**src/sv/escd_pkg.sv**
```systemverilog
// escd_pkg: types and constants shared by the escape sequence decoder
// depends on nothing
package escd_pkg;

   typedef enum logic [1:0] {
      MODE_TEXT   = 2'd0,
      MODE_ESCAPE = 2'd1,
      MODE_DIGITS = 2'd2
   } mode_type;

   typedef enum logic [1:0] {
      KIND_OCTAL = 2'd0,
      KIND_HEX   = 2'd1,
      KIND_SHORT = 2'd2,
      KIND_LONG  = 2'd3
   } kind_type;

   localparam logic [2:0] StatusByte     = 3'd0;
   localparam logic [2:0] StatusDone     = 3'd1;
   localparam logic [2:0] StatusTrunc    = 3'd2;
   localparam logic [2:0] StatusBadDigit = 3'd3;
   localparam logic [2:0] StatusBadCp    = 3'd4;

   typedef struct packed {
      logic [3:0][7:0] bytes;
      logic [2:0]      count;
   } utf8_type;

   // one queue entry: up to four bytes, then an optional status result
   typedef struct packed {
      utf8_type   data;
      logic       tail;
      logic [2:0] tail_status;
   } work_type;

   function automatic utf8_type utf8_encode(input logic [20:0] cp);
      utf8_type r;
      r = '0;
      if (cp < 21'h80) begin
         r.bytes[0] = cp[7:0];
         r.count    = 3'd1;
      end else if (cp < 21'h800) begin
         r.bytes[0] = {3'b110, cp[10:6]};
         r.bytes[1] = {2'b10, cp[5:0]};
         r.count    = 3'd2;
      end else if (cp < 21'h10000) begin
         r.bytes[0] = {4'b1110, cp[15:12]};
         r.bytes[1] = {2'b10, cp[11:6]};
         r.bytes[2] = {2'b10, cp[5:0]};
         r.count    = 3'd3;
      end else begin
         r.bytes[0] = {5'b11110, cp[20:18]};
         r.bytes[1] = {2'b10, cp[17:12]};
         r.bytes[2] = {2'b10, cp[11:6]};
         r.bytes[3] = {2'b10, cp[5:0]};
         r.count    = 3'd4;
      end
      return r;
   endfunction

endpackage

```
**src/sv/escd_front.sv**
```systemverilog
// escd_front: parser state, escape classification and utf-8 encoding
// depends on escd_pkg
module escd_front import escd_pkg::*; (
   input  logic        clock,
   input  logic        reset,
   input  logic        accept,
   input  logic [20:0] code_point,
   input  logic        end_of_string,
   output logic        work_push,
   output work_type    work
);

   localparam logic [20:0] ChBackslash  = 21'h5c;
   localparam logic [20:0] ChSQuote     = 21'h27;
   localparam logic [20:0] ChDQuote     = 21'h22;
   localparam logic [20:0] ChUnderscore = 21'h5f;
   localparam logic [20:0] ChLowA       = 21'h61;
   localparam logic [20:0] ChLowB       = 21'h62;
   localparam logic [20:0] ChLowE       = 21'h65;
   localparam logic [20:0] ChLowN       = 21'h6e;
   localparam logic [20:0] ChLowR       = 21'h72;
   localparam logic [20:0] ChLowT       = 21'h74;
   localparam logic [20:0] ChLowV       = 21'h76;
   localparam logic [20:0] ChLowX       = 21'h78;
   localparam logic [20:0] ChLowU       = 21'h75;
   localparam logic [20:0] ChUpU        = 21'h55;

   mode_type    mode_ff, mode_in;
   kind_type    kind_ff, kind_in;
   logic [3:0]  left_ff, left_in;
   logic [31:0] acc_ff, acc_in;
   logic        err_seen_ff, err_seen_in;

   logic        digit_ok;
   logic [3:0]  digit_val;
   logic        err;
   logic [2:0]  err_status;
   utf8_type    enc;

   always_ff @(posedge clock) begin
      if (reset) begin
         mode_ff     <= MODE_TEXT;
         kind_ff     <= KIND_OCTAL;
         left_ff     <= '0;
         acc_ff      <= '0;
         err_seen_ff <= 1'b0;
      end else if (accept) begin
         mode_ff     <= mode_in;
         kind_ff     <= kind_in;
         left_ff     <= left_in;
         acc_ff      <= acc_in;
         err_seen_ff <= err_seen_in;
      end
   end

   // digit decode for the current escape kind
   always_comb begin
      digit_ok  = 1'b0;
      digit_val = code_point[3:0];
      if (kind_ff == KIND_OCTAL) begin
         digit_ok = (code_point >= 21'h30) && (code_point <= 21'h37);
      end else if ((code_point >= 21'h30) && (code_point <= 21'h39)) begin
         digit_ok = 1'b1;
      end else if (((code_point >= 21'h61) && (code_point <= 21'h66)) ||
                   ((code_point >= 21'h41) && (code_point <= 21'h46))) begin
         digit_ok  = 1'b1;
         digit_val = code_point[3:0] + 4'd9;
      end
   end

   always_comb begin
      mode_in     = mode_ff;
      kind_in     = kind_ff;
      left_in     = left_ff;
      acc_in      = acc_ff;
      err_seen_in = err_seen_ff;
      err         = 1'b0;
      err_status  = StatusBadDigit;
      enc         = '0;
      work        = '0;
      work_push   = 1'b0;

      if (err_seen_ff) begin
         if (end_of_string) begin
            mode_in     = MODE_TEXT;
            kind_in     = KIND_OCTAL;
            left_in     = '0;
            acc_in      = '0;
            err_seen_in = 1'b0;
         end
      end else begin
         unique case (mode_ff)
            MODE_TEXT: begin
               if (code_point == ChBackslash) begin
                  mode_in = MODE_ESCAPE;
               end else begin
                  enc = utf8_encode(code_point);
               end
            end
            MODE_ESCAPE: begin
               mode_in = MODE_TEXT;
               unique case (code_point)
                  ChLowA:      begin enc.bytes[0] = 8'h07; enc.count = 3'd1; end
                  ChLowB:      begin enc.bytes[0] = 8'h08; enc.count = 3'd1; end
                  ChLowE:      begin enc.bytes[0] = 8'h1b; enc.count = 3'd1; end
                  ChLowN:      begin enc.bytes[0] = 8'h0a; enc.count = 3'd1; end
                  ChLowR:      begin enc.bytes[0] = 8'h0d; enc.count = 3'd1; end
                  ChLowT:      begin enc.bytes[0] = 8'h09; enc.count = 3'd1; end
                  ChLowV:      begin enc.bytes[0] = 8'h0b; enc.count = 3'd1; end
                  ChBackslash, ChSQuote, ChDQuote: begin
                     enc.bytes[0] = code_point[7:0];
                     enc.count    = 3'd1;
                  end
                  ChLowX: begin
                     mode_in = MODE_DIGITS;
                     kind_in = KIND_HEX;
                     left_in = 4'd2;
                     acc_in  = '0;
                  end
                  ChLowU: begin
                     mode_in = MODE_DIGITS;
                     kind_in = KIND_SHORT;
                     left_in = 4'd4;
                     acc_in  = '0;
                  end
                  ChUpU: begin
                     mode_in = MODE_DIGITS;
                     kind_in = KIND_LONG;
                     left_in = 4'd8;
                     acc_in  = '0;
                  end
                  default: begin
                     if ((code_point >= 21'h30) && (code_point <= 21'h37)) begin
                        mode_in = MODE_DIGITS;
                        kind_in = KIND_OCTAL;
                        left_in = 4'd2;
                        acc_in  = {29'd0, code_point[2:0]};
                     end else begin
                        err = 1'b1;
                     end
                  end
               endcase
            end
            MODE_DIGITS: begin
               if (code_point != ChUnderscore) begin
                  if (!digit_ok) begin
                     err = 1'b1;
                  end else begin
                     if (kind_ff == KIND_OCTAL) begin
                        acc_in = {acc_ff[28:0], digit_val[2:0]};
                     end else begin
                        acc_in = {acc_ff[27:0], digit_val};
                     end
                     left_in = left_ff - 4'd1;
                     if (left_in == 4'd0) begin
                        mode_in = MODE_TEXT;
                        if ((kind_ff == KIND_OCTAL) || (kind_ff == KIND_HEX)) begin
                           enc.bytes[0] = acc_in[7:0];
                           enc.count    = 3'd1;
                        end else if ((acc_in < 32'h110000) &&
                                     ((acc_in < 32'hd800) || (acc_in > 32'hdfff))) begin
                           enc = utf8_encode(acc_in[20:0]);
                        end else begin
                           err        = 1'b1;
                           err_status = StatusBadCp;
                        end
                        acc_in = '0;
                     end
                  end
               end
            end
            default: begin
               mode_in = MODE_TEXT;
            end
         endcase

         work.data = enc;
         if (err) begin
            work.data        = '0;
            work.tail        = 1'b1;
            work.tail_status = err_status;
         end else if (end_of_string) begin
            work.tail        = 1'b1;
            work.tail_status = (mode_in != MODE_TEXT) ? StatusTrunc : StatusDone;
         end

         if (err && !end_of_string) begin
            err_seen_in = 1'b1;
         end else if (end_of_string) begin
            mode_in     = MODE_TEXT;
            kind_in     = KIND_OCTAL;
            left_in     = '0;
            acc_in      = '0;
            err_seen_in = 1'b0;
         end

         work_push = accept && (work.tail || (work.data.count != 3'd0));
      end
   end

endmodule

```
**src/sv/escd_fifo.sv**
```systemverilog
// escd_fifo: short register queue of work entries between front and back
// depends on escd_pkg
module escd_fifo import escd_pkg::*; #(
   parameter int Depth = 4
) (
   input  logic     clock,
   input  logic     reset,
   input  logic     wr_en,
   input  work_type wr_data,
   input  logic     rd_en,
   output work_type rd_data,
   output logic     q_full,
   output logic     q_empty
);

   localparam int PtrW = $clog2(Depth);
   localparam int CntW = $clog2(Depth + 1);

   work_type            mem_ff [Depth];
   logic [PtrW-1:0]     wr_ptr_ff, wr_ptr_in;
   logic [PtrW-1:0]     rd_ptr_ff, rd_ptr_in;
   logic [CntW-1:0]     count_ff, count_in;

   assign q_full  = (count_ff == CntW'(Depth));
   assign q_empty = (count_ff == '0);
   assign rd_data = mem_ff[rd_ptr_ff];

   always_comb begin
      wr_ptr_in = wr_ptr_ff;
      rd_ptr_in = rd_ptr_ff;
      count_in  = count_ff;
      if (wr_en) begin
         wr_ptr_in = (wr_ptr_ff == PtrW'(Depth - 1)) ? '0 : wr_ptr_ff + PtrW'(1);
      end
      if (rd_en) begin
         rd_ptr_in = (rd_ptr_ff == PtrW'(Depth - 1)) ? '0 : rd_ptr_ff + PtrW'(1);
      end
      if (wr_en && !rd_en) begin
         count_in = count_ff + CntW'(1);
      end else if (rd_en && !wr_en) begin
         count_in = count_ff - CntW'(1);
      end
   end

   always_ff @(posedge clock) begin
      if (reset) begin
         wr_ptr_ff <= '0;
         rd_ptr_ff <= '0;
         count_ff  <= '0;
      end else begin
         wr_ptr_ff <= wr_ptr_in;
         rd_ptr_ff <= rd_ptr_in;
         count_ff  <= count_in;
      end
   end

   always_ff @(posedge clock) begin
      if (wr_en) begin
         mem_ff[wr_ptr_ff] <= wr_data;
      end
   end

endmodule

```
**src/sv/escd_back.sv**
```systemverilog
// escd_back: walks queue head to output register, one result per cycle unless stalled
// depends on escd_pkg
module escd_back import escd_pkg::*; (
   input  logic       clock,
   input  logic       reset,
   input  work_type   head,
   input  logic       q_empty,
   output logic       q_pop,
   output logic       empty,
   input  logic       pop,
   output logic [7:0] out_byte,
   output logic [2:0] status,
   output logic       run_end
);

   logic [2:0] idx_ff, idx_in;
   logic       valid_ff, valid_in;
   logic [7:0] byte_ff, byte_in;
   logic [2:0] status_ff, status_in;
   logic       run_end_ff, run_end_in;

   logic [2:0] total;
   logic       last;
   logic       load;

   assign total = head.data.count + {2'b00, head.tail};
   assign last  = (idx_ff == (total - 3'd1));
   assign load  = !q_empty && (!valid_ff || pop);
   assign q_pop = load && last;

   always_comb begin
      idx_in     = idx_ff;
      valid_in   = valid_ff && !pop;
      byte_in    = byte_ff;
      status_in  = status_ff;
      run_end_in = run_end_ff;
      if (load) begin
         valid_in   = 1'b1;
         run_end_in = last;
         idx_in     = last ? 3'd0 : idx_ff + 3'd1;
         if (idx_ff < head.data.count) begin
            byte_in   = head.data.bytes[idx_ff[1:0]];
            status_in = StatusByte;
         end else begin
            byte_in   = '0;
            status_in = head.tail_status;
         end
      end
   end

   always_ff @(posedge clock) begin
      if (reset) begin
         idx_ff   <= '0;
         valid_ff <= 1'b0;
      end else begin
         idx_ff   <= idx_in;
         valid_ff <= valid_in;
      end
   end

   always_ff @(posedge clock) begin
      byte_ff    <= byte_in;
      status_ff  <= status_in;
      run_end_ff <= run_end_in;
   end

   assign empty    = !valid_ff;
   assign out_byte = byte_ff;
   assign status   = status_ff;
   assign run_end  = run_end_ff;

endmodule

```
**src/sv/escape_sequence_decoder.sv**
```systemverilog
// escape_sequence_decoder: top level, parser front, work queue and result back end
// depends on escd_pkg, escd_front, escd_fifo, escd_back
//
//   channel   direction  transaction when     ports
//   request   in         push && !full        req_code_point, req_end_of_string
//   response  out        pop && !empty        rsp_out_byte, rsp_status, rsp_run_end
//
// the front takes one character per cycle while the work queue has room
// each character yields zero to five results; the back end sends one per cycle
// while the response side pops; each result is its own response transaction
// results of a request pass through the work queue, then the output register
// synchronous reset clears parser state, queue and the output valid flag
// a stalled response side fills the queue, then full holds off requests
module escape_sequence_decoder import escd_pkg::*; #(
   parameter int QueueDepth = 4
) (
   input  logic        clock,
   input  logic        reset,
   input  logic        push,
   output logic        full,
   input  logic [20:0] req_code_point,
   input  logic        req_end_of_string,
   output logic        empty,
   input  logic        pop,
   output logic [7:0]  rsp_out_byte,
   output logic [2:0]  rsp_status,
   output logic        rsp_run_end
);

   logic     q_full;
   logic     q_empty;
   logic     q_push;
   logic     q_pop;
   logic     accept;
   work_type wr_work;
   work_type head;

   assign full   = q_full;
   assign accept = push && !q_full;

   escd_front u_front (
      .clock         (clock),
      .reset         (reset),
      .accept        (accept),
      .code_point    (req_code_point),
      .end_of_string (req_end_of_string),
      .work_push     (q_push),
      .work          (wr_work)
   );

   escd_fifo #(
      .Depth (QueueDepth)
   ) u_fifo (
      .clock   (clock),
      .reset   (reset),
      .wr_en   (q_push),
      .wr_data (wr_work),
      .rd_en   (q_pop),
      .rd_data (head),
      .q_full  (q_full),
      .q_empty (q_empty)
   );

   escd_back u_back (
      .clock    (clock),
      .reset    (reset),
      .head     (head),
      .q_empty  (q_empty),
      .q_pop    (q_pop),
      .empty    (empty),
      .pop      (pop),
      .out_byte (rsp_out_byte),
      .status   (rsp_status),
      .run_end  (rsp_run_end)
   );

   a_push_has_room: assert property (@(posedge clock) disable iff (reset)
      q_push |-> !q_full)
      else $error("work queue written while full");

   a_pop_has_entry: assert property (@(posedge clock) disable iff (reset)
      q_pop |-> !q_empty)
      else $error("work queue read while empty");

   a_push_fills: assert property (@(posedge clock) disable iff (reset)
      q_push |=> !q_empty)
      else $error("work queue empty after a write");

   a_entry_not_blank: assert property (@(posedge clock) disable iff (reset)
      q_push |-> (wr_work.tail || (wr_work.data.count != 3'd0)))
      else $error("work entry with no results");

endmodule

```
**config.mk**
```make
export PLATFORM = sky130hd
export DESIGN_NAME = escape_sequence_decoder
export DESIGN_NICKNAME = d
export VERILOG_FILES = /design/src/sv/escd_pkg.sv /design/src/sv/escd_front.sv /design/src/sv/escd_fifo.sv /design/src/sv/escd_back.sv /design/src/sv/escape_sequence_decoder.sv
export SDC_FILE = /design/constraint.sdc
export NUM_CORES = 1
export LEC_CHECK = 0
export BUFFER_PORTS_ARGS = -buffer_cell sky130_fd_sc_hd__buf_2
export CORE_ASPECT_RATIO = 1.5
export CORE_MARGIN = 4
export CORE_UTILIZATION = 30
export CTS_BUF_LIST = sky130_fd_sc_hd__clkbuf_4 sky130_fd_sc_hd__clkbuf_8 sky130_fd_sc_hd__clkbuf_16
export CTS_CLUSTER_SIZE = 24
export DETAILED_ROUTE_END_ITERATION = 10
export PLACE_DENSITY = 0.49
export SLEW_MARGIN = 10
export SYNTH_ARGS = -nofsm -noshare
export SYNTH_HDL_FRONTEND = slang
export SYNTH_SLANG_ARGS = --single-unit
```
**constraint.sdc**
```tcl
create_clock -name clock -period 7.9 [get_ports clock]
set_input_delay 1.58 -clock clock [delete_from_list [all_inputs] [get_ports clock]]
set_output_delay 1.58 -clock clock [all_outputs]
set_load 0.05 [all_outputs]
```
; Word level (Yosys, flattened, before mapping)
; Memory sizes are Yosys's and may differ from the RTL's. A register that Yosys moved wholly into a read port is not among the register bits.
; Cells that the tools add are included.
[totals]
regBits = 64
mem_bits_rw = 156
input_bits = 26
output_inout_bits = 14
word_cells = 217
n_memories = 1
[op_classes]
add_sub_neg = 9
order_cmp = 18
n_eq_ne = 22
mux = 117
reduce_logical = 37
[mem_list]
columns = memory, depth, word_bits, read_ports, rd_ports_with_merged_regs, wr, line_no
row1 = u_fifo.mem_ff, 4, 39, 1, 1, 1, escd_fifo.sv:19  ; work_type mem_ff [Depth];
[ops]
columns = operator, count
row1 = 32-bit two-way mux, 13
row2 = 35-bit two-way mux, 7
row3 = 27-bit two-way mux, 9
row4 = 21-bit by 7-bit equality test with 1-bit output (second input constant), 11
row5 = 32-bit case mux with 2 select lines, 2
row6 = 11-bit case mux with 8 select lines, 1
row7 = 24-bit two-way mux, 3
row8 = 4-bit two-way mux, 13
row9 = 25-bit two-way mux, 2
row10 = 24-bit case mux with 2 select lines, 1
row11 = 21-bit by 6-bit equality test with 1-bit output (second input constant), 2
row12 = 21-bit by 7-bit >= comparator with 1-bit output (second input constant), 2
row13 = 21-bit by 6-bit <= comparator with 1-bit output (second input constant), 2
row14 = 21-bit by 7-bit <= comparator with 1-bit output (second input constant), 2
row15 = 21-bit by 12-bit < comparator with 1-bit output (second input constant), 2
row16 = 21-bit by 17-bit < comparator with 1-bit output (second input constant), 2
row17 = 21-bit by 8-bit < comparator with 1-bit output (second input constant), 2
row18 = 2-bit two-way mux, 20
row19 = 39-bit two-way mux, 1
row20 = 19-bit two-way mux, 2
row21 = 11-bit two-way mux, 3
row22 = 11-bit case mux with 3 select lines, 1
row23 = 32-bit by 16-bit > comparator with 1-bit output (second input constant), 1
row24 = 32-bit by 16-bit < comparator with 1-bit output (second input constant), 1
row25 = other kinds (39), 98

; Depth between registers and ports, before layout
; Gate-level depths: netlist of run 1.
[depth]
depth_word = 40
depth_mapped = 17
depth_no_buf = 15

; By module
; From an unflattened synthesis of run 1, not the netlist that was laid out.
[hier_totals]
hier_cells = 930
area_unflattened_um2 = 11339.6
[modules_own_cells]
columns = module, instances, cells_per_inst, area_per_inst_um2, seq_area_each_um2
row1 = escd_fifo, 1, 247, 6058.3, 4864.7
row2 = escd_front, 1, 612, 4307.9, 760.7
row3 = escd_back, 1, 70, 959.7, 440.4
row4 = escape_sequence_decoder, 1, 1, 13.8, 0.0

; Least setup slack after synthesis of run 1
; OpenSTA, ideal clock, no wires.
[synth_timing]
kind = input -> register
from = in req_code_point[19]
to = mem u_fifo.mem_ff[0][0] (netlist name) (enable)
setup_ns = 0.397
arrival_time_ns = 4.794
t_required_ns = 7.503
path_slack_ns = 2.709
path_stages = 9
path_buffers = 1
cell_sequence = or4_4 or4_4 o41a_1 o21bai_4 buf_6 nand4_2 and4_1 o22ai_2 and2_1
[synth_via]
elab_chain_cells = 38
word_cells_on_any_way = 92
cone_classes = order compare: 16 / eq/ne: 14 / mux: 50 / reduce/logical: 12
[synth_lines]
columns = item, line_no
row1 = "start, declared", escape_sequence_decoder.sv:21  ; input logic [20:0] req_code_point,
row2 = "21-bit by 7-bit >= comparator with 1-bit output, or another cell as far along", escd_front.sv:64  ; end else if (((code_point >= 21'h61) && (code_point <= 21'h66)) ||
row3 = 1-bit logical AND (on tied branches), "escd_front.sv:64, escd_front.sv:65"
row4 = 1-bit logical OR, escd_front.sv:64
row5 = 4-bit two-way mux, escd_front.sv:64
row6 = 4-bit two-way mux, escd_front.sv:62  ; end else if ((code_point >= 21'h30) && (code_point <= 21'h39)) begin
row7 = 4-bit two-way mux, escd_front.sv:60  ; if (kind_ff == KIND_OCTAL) begin
row8 = 32-bit two-way mux, escd_front.sv:149  ; if (kind_ff == KIND_OCTAL) begin
row9 = 32-bit two-way mux, escd_front.sv:146  ; if (!digit_ok) begin
row10 = [... 23 more ...], -
row11 = 35-bit two-way mux, escd_front.sv:83  ; if (err_seen_ff) begin
row12 = 3-bit nonzero test, escd_front.sv:197  ; work_push = accept && (work.tail || (work.data.count != 3'd0));
row13 = 1-bit logical OR *, escd_front.sv:197
row14 = 1-bit logical AND *, escd_front.sv:197
row15 = 1-bit two-way mux *, escd_front.sv:83
row16 = net q_push, escape_sequence_decoder.sv:32  ; logic q_push;
row17 = 1-bit two-way mux *, escd_fifo.sv:58  ; if (wr_en) begin
row18 = 1-bit two-way mux (not written as such) *, escd_fifo.sv:59  ; mem_ff[wr_ptr_ff] <= wr_data;
row19 = "end, declared", escd_fifo.sv:19
; The timed path passes the listed nets; every way through them passes the cells marked *. The select of a mux whose other input is x is not followed.

; Worst setup path in the final report of run 1
[layout_timing]
from = in req_code_point[12]
to = reg u_fifo.count_ff[2]
[layout_via]
elab_chain_cells = 39
word_cells_on_any_way = 95
cone_classes = order compare: 16 / eq/ne: 14 / mux: 49 / reduce/logical: 16
[layout_lines]
columns = item, line_no
row1 = "21-bit by 7-bit >= comparator with 1-bit output, or another cell as far along", escd_front.sv:64
row2 = 1-bit logical AND (on tied branches), "escd_front.sv:64, escd_front.sv:65"
row3 = 1-bit logical OR, escd_front.sv:64
row4 = 4-bit two-way mux, escd_front.sv:64
row5 = 4-bit two-way mux, escd_front.sv:62
row6 = 4-bit two-way mux, escd_front.sv:60
row7 = 32-bit two-way mux, escd_front.sv:149
row8 = 32-bit two-way mux, escd_front.sv:146
row9 = [... 24 more ...], -
row10 = 3-bit nonzero test, escd_front.sv:197
row11 = 1-bit logical OR *, escd_front.sv:197
row12 = 1-bit logical AND *, escd_front.sv:197
row13 = 1-bit two-way mux *, escd_front.sv:83
row14 = net q_push, escape_sequence_decoder.sv:32
row15 = 1-bit zero test, escd_fifo.sv:40  ; end else if (rd_en && !wr_en) begin
row16 = 1-bit logical AND, escd_fifo.sv:40
row17 = 2-bit nonzero test (no source line), -
row18 = "end signal, assigned", escd_fifo.sv:53  ; count_ff <= count_in;
row19 = "end, declared", escd_fifo.sv:22  ; logic [CntW-1:0] count_ff, count_in;
; Marked as above.
; A chain may end at the register's enable or synchronous reset.

==> impl_metrics.py, run 1 <==
metrics = {
    "run_status": {
        "outcome": "completed",
    },
    "clock_tree": {
        "ctsHoldBuffers": 0,
        "numCtsBuffers": 22,
        "cts.clk_slew.worst_paths_ps": 60,
        "htree_levels": 1,
        "clk_latency_ps": 520,
        "cts_num_sinks": 207,
        "cts_resized": 0,
        "cts_buffer_depth": 3,
        "cts_tree": "done",
        "cts_root_buf": "clkbuf_16",
        "post_cts_buffers": 0,
    },
    "synthesis": {
        "synth_ff_type": "edfxtp_1",
        "synth-edff-count": 156,
        "syn_area_mm2": 0.0109,
        "ys_seq_area_share_pct": 52.2,
        "synth_top_area_cell": "edfxtp_1",
        "synthArstFlopShare_pct": 0,
        "synth-seq-cells": 207,
        "synth.distinct_cells": 82,
        "syn-num-nets": 954,
        "ys_warn_count": 0,
        "synth_top_area_share_pct": 42.8,
        "avgSynthCellArea_um2": 12.1,
        "synthCells": 906,
        "synth_area_leaders": "edfxtp_1, dfxtp_1, mux4_2",
    },
    "placed_design": {
        "dp_hpwl_mm": 22.7,
        "port_buffers": 39,
        "placed_cell_area_mm2": 0.0115,
        "gp_congestion": 0.956,
        "pre_cts_slack_ps": 2150,
    },
    "die": {
        "die_area_mm2": 0.0396,
        "core_area_mm2": 0.0359,
        "num_rows": 85,
        "die_h_um": 242,
        "die_x_um": 164,
        "start_util_pct": 30.4,
        "ios": 40,
    },
    "global_route": {
        "grt_pass1_wl_mm": 47.3,
        "gr-total-overflow": 0,
        "grt_use_total_pct": 15.4,
        "grt_pass1_vias": 7676,
        "antenna_found_initial": 6,
        "grt_max_degree": 37,
    },
    "pwr": {
        "design_power_total_uw": 3070,
        "leakage_uw": 0.00404,
        "power_density_mw_per_mm2": 250,
        "vdd_drop_max_mv": 0.119,
    },
    "sta": {
        "finalSetupViolCount": 0,
        "tns_ps": 0,
        "grt_setup_unrepaired": "no",
        "fin_crit_ps": 5310,
        "whs_ps": 469,
        "drv_slew": 0,
        "tightest_slew_ps": 1240,
        "finClkSkew_ps": 12.6,
        "hold_viol": 0,
        "post-route-period-util_pct": 67.2,
        "fin_ws_ps": 2590,
        "fmax_mhz": 188,
        "slew-limit-headroom_pct": 16.4,
    },
    "finish": {
        "final_cell_mix": "edfxtp_1, nand2_1, a21oi_1",
        "drive_gt1_share_pct": 18.8,
        "diodes": 0,
        "fin_nets": 968,
        "area_growth_syn_to_layout_pct": 12.4,
        "final_common_cell": "edfxtp_1",
        "design_area_mm2": 0.0123,
    },
    "hold_path": {
        "min_from": "u_back.valid_ff",
        "worstHoldPathType": "flip-flop to flip-flop",
        "whs_path_depth": 2,
        "hold_end": "u_back.valid_ff",
    },
    "detailed_routing": {
        "detail_route.wl_per_cell_um": 22.1,
        "finalWirelength_mm": 31.2,
        "vias": 7719,
        "drc": 0,
        "drtPass1Iterations": 6,
        "drt_iter0_drc": 529,
        "antenna_left": 0,
        "via_per_inst": 5.46,
    },
    "setup_path": {
        "critPathMaxFanout": 12,
        "slowest_delay_ps": 620,
        "r2r-end": "u_fifo.count_ff[2]",
        "critPathArrivalTime_ps": 5750,
        "critical_path_class": "primary input to flip-flop",
        "worstPathRequired_ps": 8340,
        "r2r-start": "u_front.kind_ff[1]",
        "start_kind": "primary input",
        "critPathSlowestCell": "nor4_1",
        "worstRegToRegCells": 13,
        "cp_cell_sequence": "buf_2 -> or4_1 -> nor4_1 -> nand3_1 -> o21bai_4 -> nand4_2 -> and4_1 -> o22ai_2 -> ha_1 -> inv_1 -> fa_1 -> xor2_1 -> or3_1 -> a21oi_1",
        "end_kind": "flip-flop",
        "rrSetupSlack_ps": 3480,
    },
    "flow_run": {
        "maxCapViolations": 0,
    },
}
-- registers in the layout, summed over array words and instances (netlist names), named ones only --
signal	cells
u_back.idx_ff	3
u_back.out_byte	8
u_back.run_end	1
u_back.status	3
u_back.valid_ff	1
u_fifo.count_ff	3
u_fifo.mem_ff	144
u_fifo.rd_ptr_ff	2
u_fifo.wr_ptr_ff	2
u_front.acc_ff	29
u_front.err_seen_ff	1
u_front.kind_ff	2
u_front.left_ff	4
u_front.mode_ff	2
-- layout make-up --
| class | instances | area [um2] |
|---|---|---|
| clock buffers | 23 | 576 |
| clock inverters | 17 | 179 |
| inverters | 29 | 109 |
| fillers | 3654 | 23600 |
| well taps | 478 | 598 |
| flip-flops and latches | 207 | 5710 |
| multi-input cells | 616 | 4900 |
| repair buffers | 44 | 233 |
-- routing by layer --
metal / vias up / part of all wire (%) / global-route usage (%)
met2: 218 / 52 / 27.3
met3: 93 / 4.0 / 2.45
met5: - / 0.19 / 0
met1: 3832 / 40 / 18.1
li1: 3568 / - / -
met4: 8 / 4.5 / 6.89
-- worst max-delay path, delay by kind of cell --
family | cells | cell delay [ps]
and+or+nand+nor | 6 | 2410
AOI/OAI and AO/OA | 3 | 770
buffers and inverters | 2 | 190
xor gates and xnor gates | 1 | 170
adders and majority gates | 2 | 610
-- metrics by stage --
step | utilization (%) | instances
6_report | 34.2 | 1414
5_1_grt | 34.2 | 1414
4_1_cts | 34.2 | 1414
3_5_place_dp | 32.1 | 1374
3_3_place_gp | 32.1 | 1374
2_1_floorplan | - | 906
-- cell families (layout without fill, tap and decap cells) --
kind of cell	count (synthesis)	in the layout	synth area share, %
AND/OR/NAND/NOR	285	285	13.9
XOR/XNOR	8	8	0.641
buffers and inverters	83	113	3.32
adder cells (fa/ha/maj)	22	22	2.58
AO/OA/AOI/OAI	229	229	15.9
multiplexers	72	72	11.5
flip-flops	207	207	52.2
-- worst max path at each step --
stage,endpoint,depth (start not counted),slack [ps],startpoint
finish,u_fifo.count_ff[2],14,2590,req_code_point[12]
global route,u_fifo.count_ff[2],14,2450,req_code_point[12]
CTS,u_fifo.count_ff[2],14,2680,req_code_point[12]
detailed placement,u_fifo.mem_ff[1][35],9,2150,req_code_point[12]
global placement,u_fifo.count_ff[2],14,2210,req_code_point[12]
floorplan,u_fifo.mem_ff[0][0],9,2710,req_code_point[19]
-- power by group --
group,switching [uW],internal (uW),total [uW]
clock network,421,656,1080
logic,384,218,602
registers,72.2,1320,1390
-- synthesized netlist by cell type (5+ instances only) --
cell,instances
nand2_1,78
clkbuf_1,36
buf_1,7
xnor2_1,5
o22ai_1,6
nor4_1,12
nand3b_1,8
o21a_1,6
nor3_1,16
inv_1,28
nand4_1,8
o2bb2ai_1,8
nor2_1,55
buf_6,6
a21o_1,5
mux2i_1,28
mux4_2,43
or2_2,5
nand3_1,19
o21ai_0,30
o211ai_1,7
or3_1,14
nor2b_1,13
dfxtp_1,51
and2_1,13
o221ai_1,6
o2bb2ai_2,20
a31oi_1,12
nand4b_1,5
edfxtp_1,156
buf_2,5
ha_1,21
nand2b_1,8
a22oi_1,10
a21oi_1,67
(Power assumes the default switching activity.)
==> run 2: changes to the inputs <==
- clock period: 7.9 -> 5 ns (I/O delays scaled with it)
==> run 2 against run 1 <==
Net effect:
- register-to-register slack worse by 2700 ps
- utilization up 0.72 points
- global-route usage grew 0.57 points
- critical path type unchanged
- power grew 58%
- count of clock-buffer cells in the layout increased by 4
- largest cell class unchanged
- sequential share of layout area down 0.95 points
- largest power group unchanged
- final area grew 2.1%
- combinational power grew 69%
- worst setup slack got worse by 1900 ps
==> impl_metrics.py, run 2 (synthesized netlist as in run 1, its figures left out) <==
metrics = {
    "placed_design": {
        "gp_congestion": 0.901,
        "dp_hpwl_mm": 23.7,
        "dpl.cell_count": 1408,
        "port_buffers": 39,
    },
    "detailed_routing": {
        "vias": 7823,
        "antenna_left": 0,
        "finalWirelength_mm": 32.1,
        "drtPass1Iterations": 5,
        "detail_route.wl_per_cell_um": 22.1,
        "via_per_inst": 5.40,
        "drc": 0,
        "drt_iter0_drc": 495,
    },
    "global_route": {
        "grt_use_total_pct": 15.9,
        "grt_max_degree": 37,
        "grt_pass1_vias": 8001,
        "gr-total-overflow": 0,
        "antenna_found_initial": 4,
        "grt_pass1_wl_mm": 48.6,
    },
    "pwr": {
        "design_power_total_uw": 4840,
        "vdd_drop_max_mv": 0.226,
        "leakage_uw": 0.00421,
        "power_density_mw_per_mm2": 386,
    },
    "sta": {
        "slew-limit-headroom_pct": 17.4,
        "finalSetupViolCount": 0,
        "finClkSkew_ps": 19.4,
        "fin_crit_ps": 4330,
        "drv_slew": 0,
        "post-route-period-util_pct": 86.6,
        "tightest_slew_ps": 1230,
        "fmax_mhz": 231,
        "hold_viol": 0,
        "grt_setup_unrepaired": "no",
        "tns_ps": 0,
    },
    "finish": {
        "utilization_pct": 34.9,
        "n_fill_cell": 3634,
        "final_common_cell": "edfxtp_1",
        "top_register": "u_fifo.mem_ff",
        "fin_nets": 1002,
        "final_cells": 1449,
        "area_growth_syn_to_layout_pct": 14.8,
        "largest_reg_flops": 144,
        "final_cell_mix": "edfxtp_1, nand2_1, a21oi_1",
        "drive_gt1_share_pct": 22.3,
    },
    "setup_path": {
        "startpoint": "req_code_point[1]",
        "slowest_delay_ps": 560,
        "worstPathRequired_ps": 5430,
        "critical_path_class": "primary input to flip-flop",
        "start_kind": "primary input",
        "critPathArrivalTime_ps": 4760,
        "cp_cell_sequence": "buf_2 -> inv_1 -> ha_1 -> mux2i_1 -> o2bb2ai_1 -> a32oi_1 -> nand3_1 -> nor4_2 -> a211oi_2 -> o22ai_2 -> ha_1 -> inv_1 -> fa_1 -> xor2_1 -> or3_1 -> a21oi_1",
        "critPathMaxFanout": 13,
        "critPathSlowestCell": "nor4_2",
        "rrSetupSlack_ps": 810,
        "r2r-start": "u_front.kind_ff[1]",
        "end_kind": "flip-flop",
    },
    "die": {
        "die_x_um": 164,
        "ios": 40,
        "die_h_um": 242,
        "core_area_mm2": 0.0359,
        "die_area_mm2": 0.0396,
        "num_rows": 85,
        "start_util_pct": 30.4,
    },
    "clock_tree": {
        "clk_latency_ps": 520,
        "htree_levels": 1,
        "ctsHoldBuffers": 0,
        "cts_root_buf": "clkbuf_16",
        "numCtsBuffers": 22,
        "cts_buffer_depth": 3,
        "cts_resized": 0,
        "cts_num_sinks": 207,
        "cts.clk_slew.worst_paths_ps": 60,
        "cts_tree": "done",
        "post_cts_buffers": 0,
    },
    "hold_path": {
        "min_from": "u_front.acc_ff[28]",
        "worstHoldPathType": "flip-flop to flip-flop",
    },
    "run_status": {
        "outcome": "completed",
    },
    "flow_run": {
        "maxCapViolations": 0,
    },
}
run 2: changes by cell type in the layout (fill, tap and decap cells not counted), sizes merged:
cell / change
buf: +34
bufinv: -2
clkbuf: +4
clkinv: -6
clkinvlp: +2
diode: +1
inv: +2
run 2: power by group:
part	leakage, uW	switching, uW	internal, uW
clock network	0.000363	684	981
registers	0.00177	75.9	2090
logic	0.00207	651	365
total	0.00421	1410	3430
run 2: through the flow:
| stage | hold slack [ps] | worst slack (ps) | area (um2) |
|---|---|---|---|
| floorplan | 446 | 389 | 10900 |
| global placement | 455 | 220 | 11800 |
| detailed placement | 463 | 196 | 11800 |
| CTS | 472 | 710 | 12600 |
| global route | 483 | 447 | 12600 |
| finish | 472 | 671 | 12600 |
run 2: area by class of cell:
| cell class | count | area [um2] | area share, % |
|---|---|---|---|
| antenna | 1 | 2.50 | 0.0199 |
| clock buffer | 27 | 612 | 4.87 |
| clock inverter | 13 | 130 | 1.04 |
| inverter | 29 | 109 | 0.867 |
| multi-input combinational | 616 | 4900 | 39.0 |
| sequential | 207 | 5710 | 45.5 |
| tap | 478 | 598 | 4.76 |
| timing repair buffer | 78 | 500 | 3.99 |
run 2: final timing paths:
path / endpoint / cells after the start
worst max-delay path: u_fifo.count_ff[2] / 16
worst min register to register: u_front.acc_ff[28] / 1
worst max register to register: u_fifo.count_ff[2] / 13
worst min-delay path: u_front.acc_ff[28] / 1
run 2: layer usage:
| metal | up-vias | global-route usage (%) | routed length (um) | share of wire [%] |
|---|---|---|---|---|
| li1 | 3635 | - | - | - |
| met3 | 86 | 2.08 | 1310 | 4.1 |
| met4 | 2 | 8.24 | 1620 | 5.0 |
| met1 | 3874 | 18.6 | 12500 | 39 |
| met5 | - | 0 | 7 | 0.022 |
| met2 | 226 | 28.2 | 16700 | 52 |
run 2: critical path: cells and delay by family:
family / cells / cell delay, ps
simple gates: 3 / 1080
compound gates: 5 / 1010
buf+inv: 3 / 440
mux: 1 / 210
fa+ha+maj: 3 / 860
xor+xnor: 1 / 170
==> run 3: changes to the inputs <==
- BUFFER_PORTS_ARGS: -buffer_cell sky130_fd_sc_hd__buf_2 -> unset
- DONT_BUFFER_PORTS: unset -> 1
- PLACE_DENSITY: 0.49 -> 0.4
==> run 3 against run 2 <==
Net effect:
- sequential share of layout area grew 1.1 points
- final area fell by 2.3%
- combinational power is 23% lower
- largest power group unchanged
- critical path type unchanged
- hold slack gained 4.5 ps
- largest cell class unchanged
- highest routed layer is now met4
- wire length increased by 11%
- utilization fell by 0.80 points
- sequential cell count did not move
- critical endpoint unchanged
- clock power is 5% lower
==> impl_metrics.py, run 3 (synthesized netlist as in run 1, its figures left out) <==
metrics = {
    "run_status": {
        "outcome": "completed",
    },
    "detailed_routing": {
        "finalWirelength_mm": 35.4,
        "met2WireLength_mm": 18.9,
        "detail_route.wl_per_cell_um": 25.2,
        "drt_iter0_drc": 480,
        "vias": 7766,
        "drtPass1Iterations": 5,
        "wl_met1_mm": 13.2,
        "drc": 0,
        "antenna_left": 0,
        "via_per_inst": 5.53,
        "wl_met3_mm": 1.48,
        "topRoutingLayerUsed": "met4",
    },
    "placed_design": {
        "gp_congestion": 0.959,
        "dp_hpwl_mm": 26.0,
        "port_buffers": 0,
        "placed_cell_area_mm2": 0.0116,
        "dpl.cell_count": 1365,
    },
    "clock_tree": {
        "cts_tree": "done",
        "cts_buffer_depth": 3,
        "cts.clk_slew.worst_paths_ps": 60,
        "htree_levels": 1,
        "cts_root_buf": "clkbuf_16",
        "numCtsBuffers": 22,
        "post_cts_buffers": 0,
        "cts_resized": 0,
        "cts_num_sinks": 207,
        "ctsHoldBuffers": 0,
        "clk_latency_ps": 510,
    },
    "finish": {
        "area_growth_syn_to_layout_pct": 12.1,
        "utilization_pct": 34.1,
        "fin_nets": 959,
        "diodes": 0,
        "top_register": "u_fifo.mem_ff",
        "final_cell_mix": "edfxtp_1, nand2_1, a21oi_1",
        "final_cells": 1405,
        "drive_gt1_share_pct": 18.2,
        "design_area_mm2": 0.0123,
        "largest_reg_flops": 144,
        "final_common_cell": "edfxtp_1",
    },
    "sta": {
        "fin_crit_ps": 4180,
        "fmax_mhz": 239,
        "finalSetupViolCount": 0,
        "slew-limit-headroom_pct": 26.4,
        "tightest_slew_ps": 1100,
        "whs_ps": 477,
        "grt_setup_unrepaired": "no",
        "drv_slew": 0,
        "finClkSkew_ps": 10.9,
        "post-route-period-util_pct": 83.6,
        "hold_viol": 0,
        "tns_ps": 0,
    },
    "setup_path": {
        "cp_top_family": "simple AND/OR/NAND/NOR gates",
        "critical_path_class": "primary input to flip-flop",
        "critPathArrivalTime_ps": 4630,
        "end_kind": "flip-flop",
        "start_kind": "primary input",
        "critPathSlowestCell": "or4_4",
        "crit_top_cell": "or4_4",
        "critPathMaxFanout": 6,
        "slowest_delay_ps": 570,
        "worstPathRequired_ps": 5450,
        "cp_cell_sequence": "or4_4 -> or4_4 -> o41a_1 -> o21bai_4 -> nand4_1 -> and4_1 -> o22ai_2 -> ha_1 -> inv_1 -> fa_1 -> xor2_1 -> or3_1 -> a21oi_1",
        "cp.buffers_inverters": 1,
    },
    "flow_run": {
        "maxCapViolations": 0,
    },
    "die": {
        "die_area_mm2": 0.0396,
        "die_x_um": 164,
        "ios": 40,
        "start_util_pct": 30.4,
        "num_rows": 85,
        "core_area_mm2": 0.0359,
        "die_h_um": 242,
    },
    "global_route": {
        "grt_pass1_wl_mm": 52.8,
        "grt_use_total_pct": 17.7,
        "grt_pass1_vias": 8038,
        "antenna_found_initial": 1,
        "grt_max_degree": 37,
        "gr-total-overflow": 0,
    },
    "pwr": {
        "power_frac_seq_pct": 49.6,
        "power_density_mw_per_mm2": 384,
        "intPower_uw": 3320,
        "leakage_uw": 0.00401,
        "swShare_pct": 29.7,
        "power_switching_uw": 1400,
        "combPwrFrac_pct": 16.7,
        "vdd_drop_max_mv": 0.193,
        "clkPwrFrac_pct": 33.7,
    },
    "hold_path": {
        "worstHoldPathType": "flip-flop to flip-flop",
    },
}
## run 3: routing by layer
layer | GRT usage, % | up-vias
met5 | 0 | -
met4 | 8.29 | 0
met3 | 3.00 | 87
met2 | 32.2 | 233
met1 | 19.8 | 3898
li1 | - | 3548
## run 3: stage by stage
step           worst slack (ps)  power [uW]
2_1_floorplan               389        2940
3_3_place_gp                359        3210
3_5_place_dp                314        3210
4_1_cts                     860        4820
5_1_grt                     608        4960
6_report                    820        4720
## run 3: power groups by stage
stage	logic (uW)	clock network, uW	registers (uW)
6_report	787	1590	2340
5_1_grt	884	1720	2360
4_1_cts	823	1650	2350
3_5_place_dp	820	0	2390
3_3_place_gp	822	0	2380
2_1_floorplan	605	0	2330
## run 3: final cells by class
cell class              instances  area [um2]
flip-flops and latches        207        5710
multi-input cells             616        4900
fillers                      3679       23700
repair buffers                 35         263
well taps                     478         598
clock buffers                  25         591
clock inverters                15         103
inverters                      29         109
## run 3: final timing paths
check             cells after the start  slack [ps]          startpoint                 end
setup / recovery                     13         820  req_code_point[19]  u_fifo.count_ff[2]
hold reg to reg                       1         480  u_front.acc_ff[27]  u_front.acc_ff[27]
setup reg to reg                     13         830  u_front.kind_ff[0]  u_fifo.count_ff[2]
hold / removal                        1         480  u_front.acc_ff[27]  u_front.acc_ff[27]
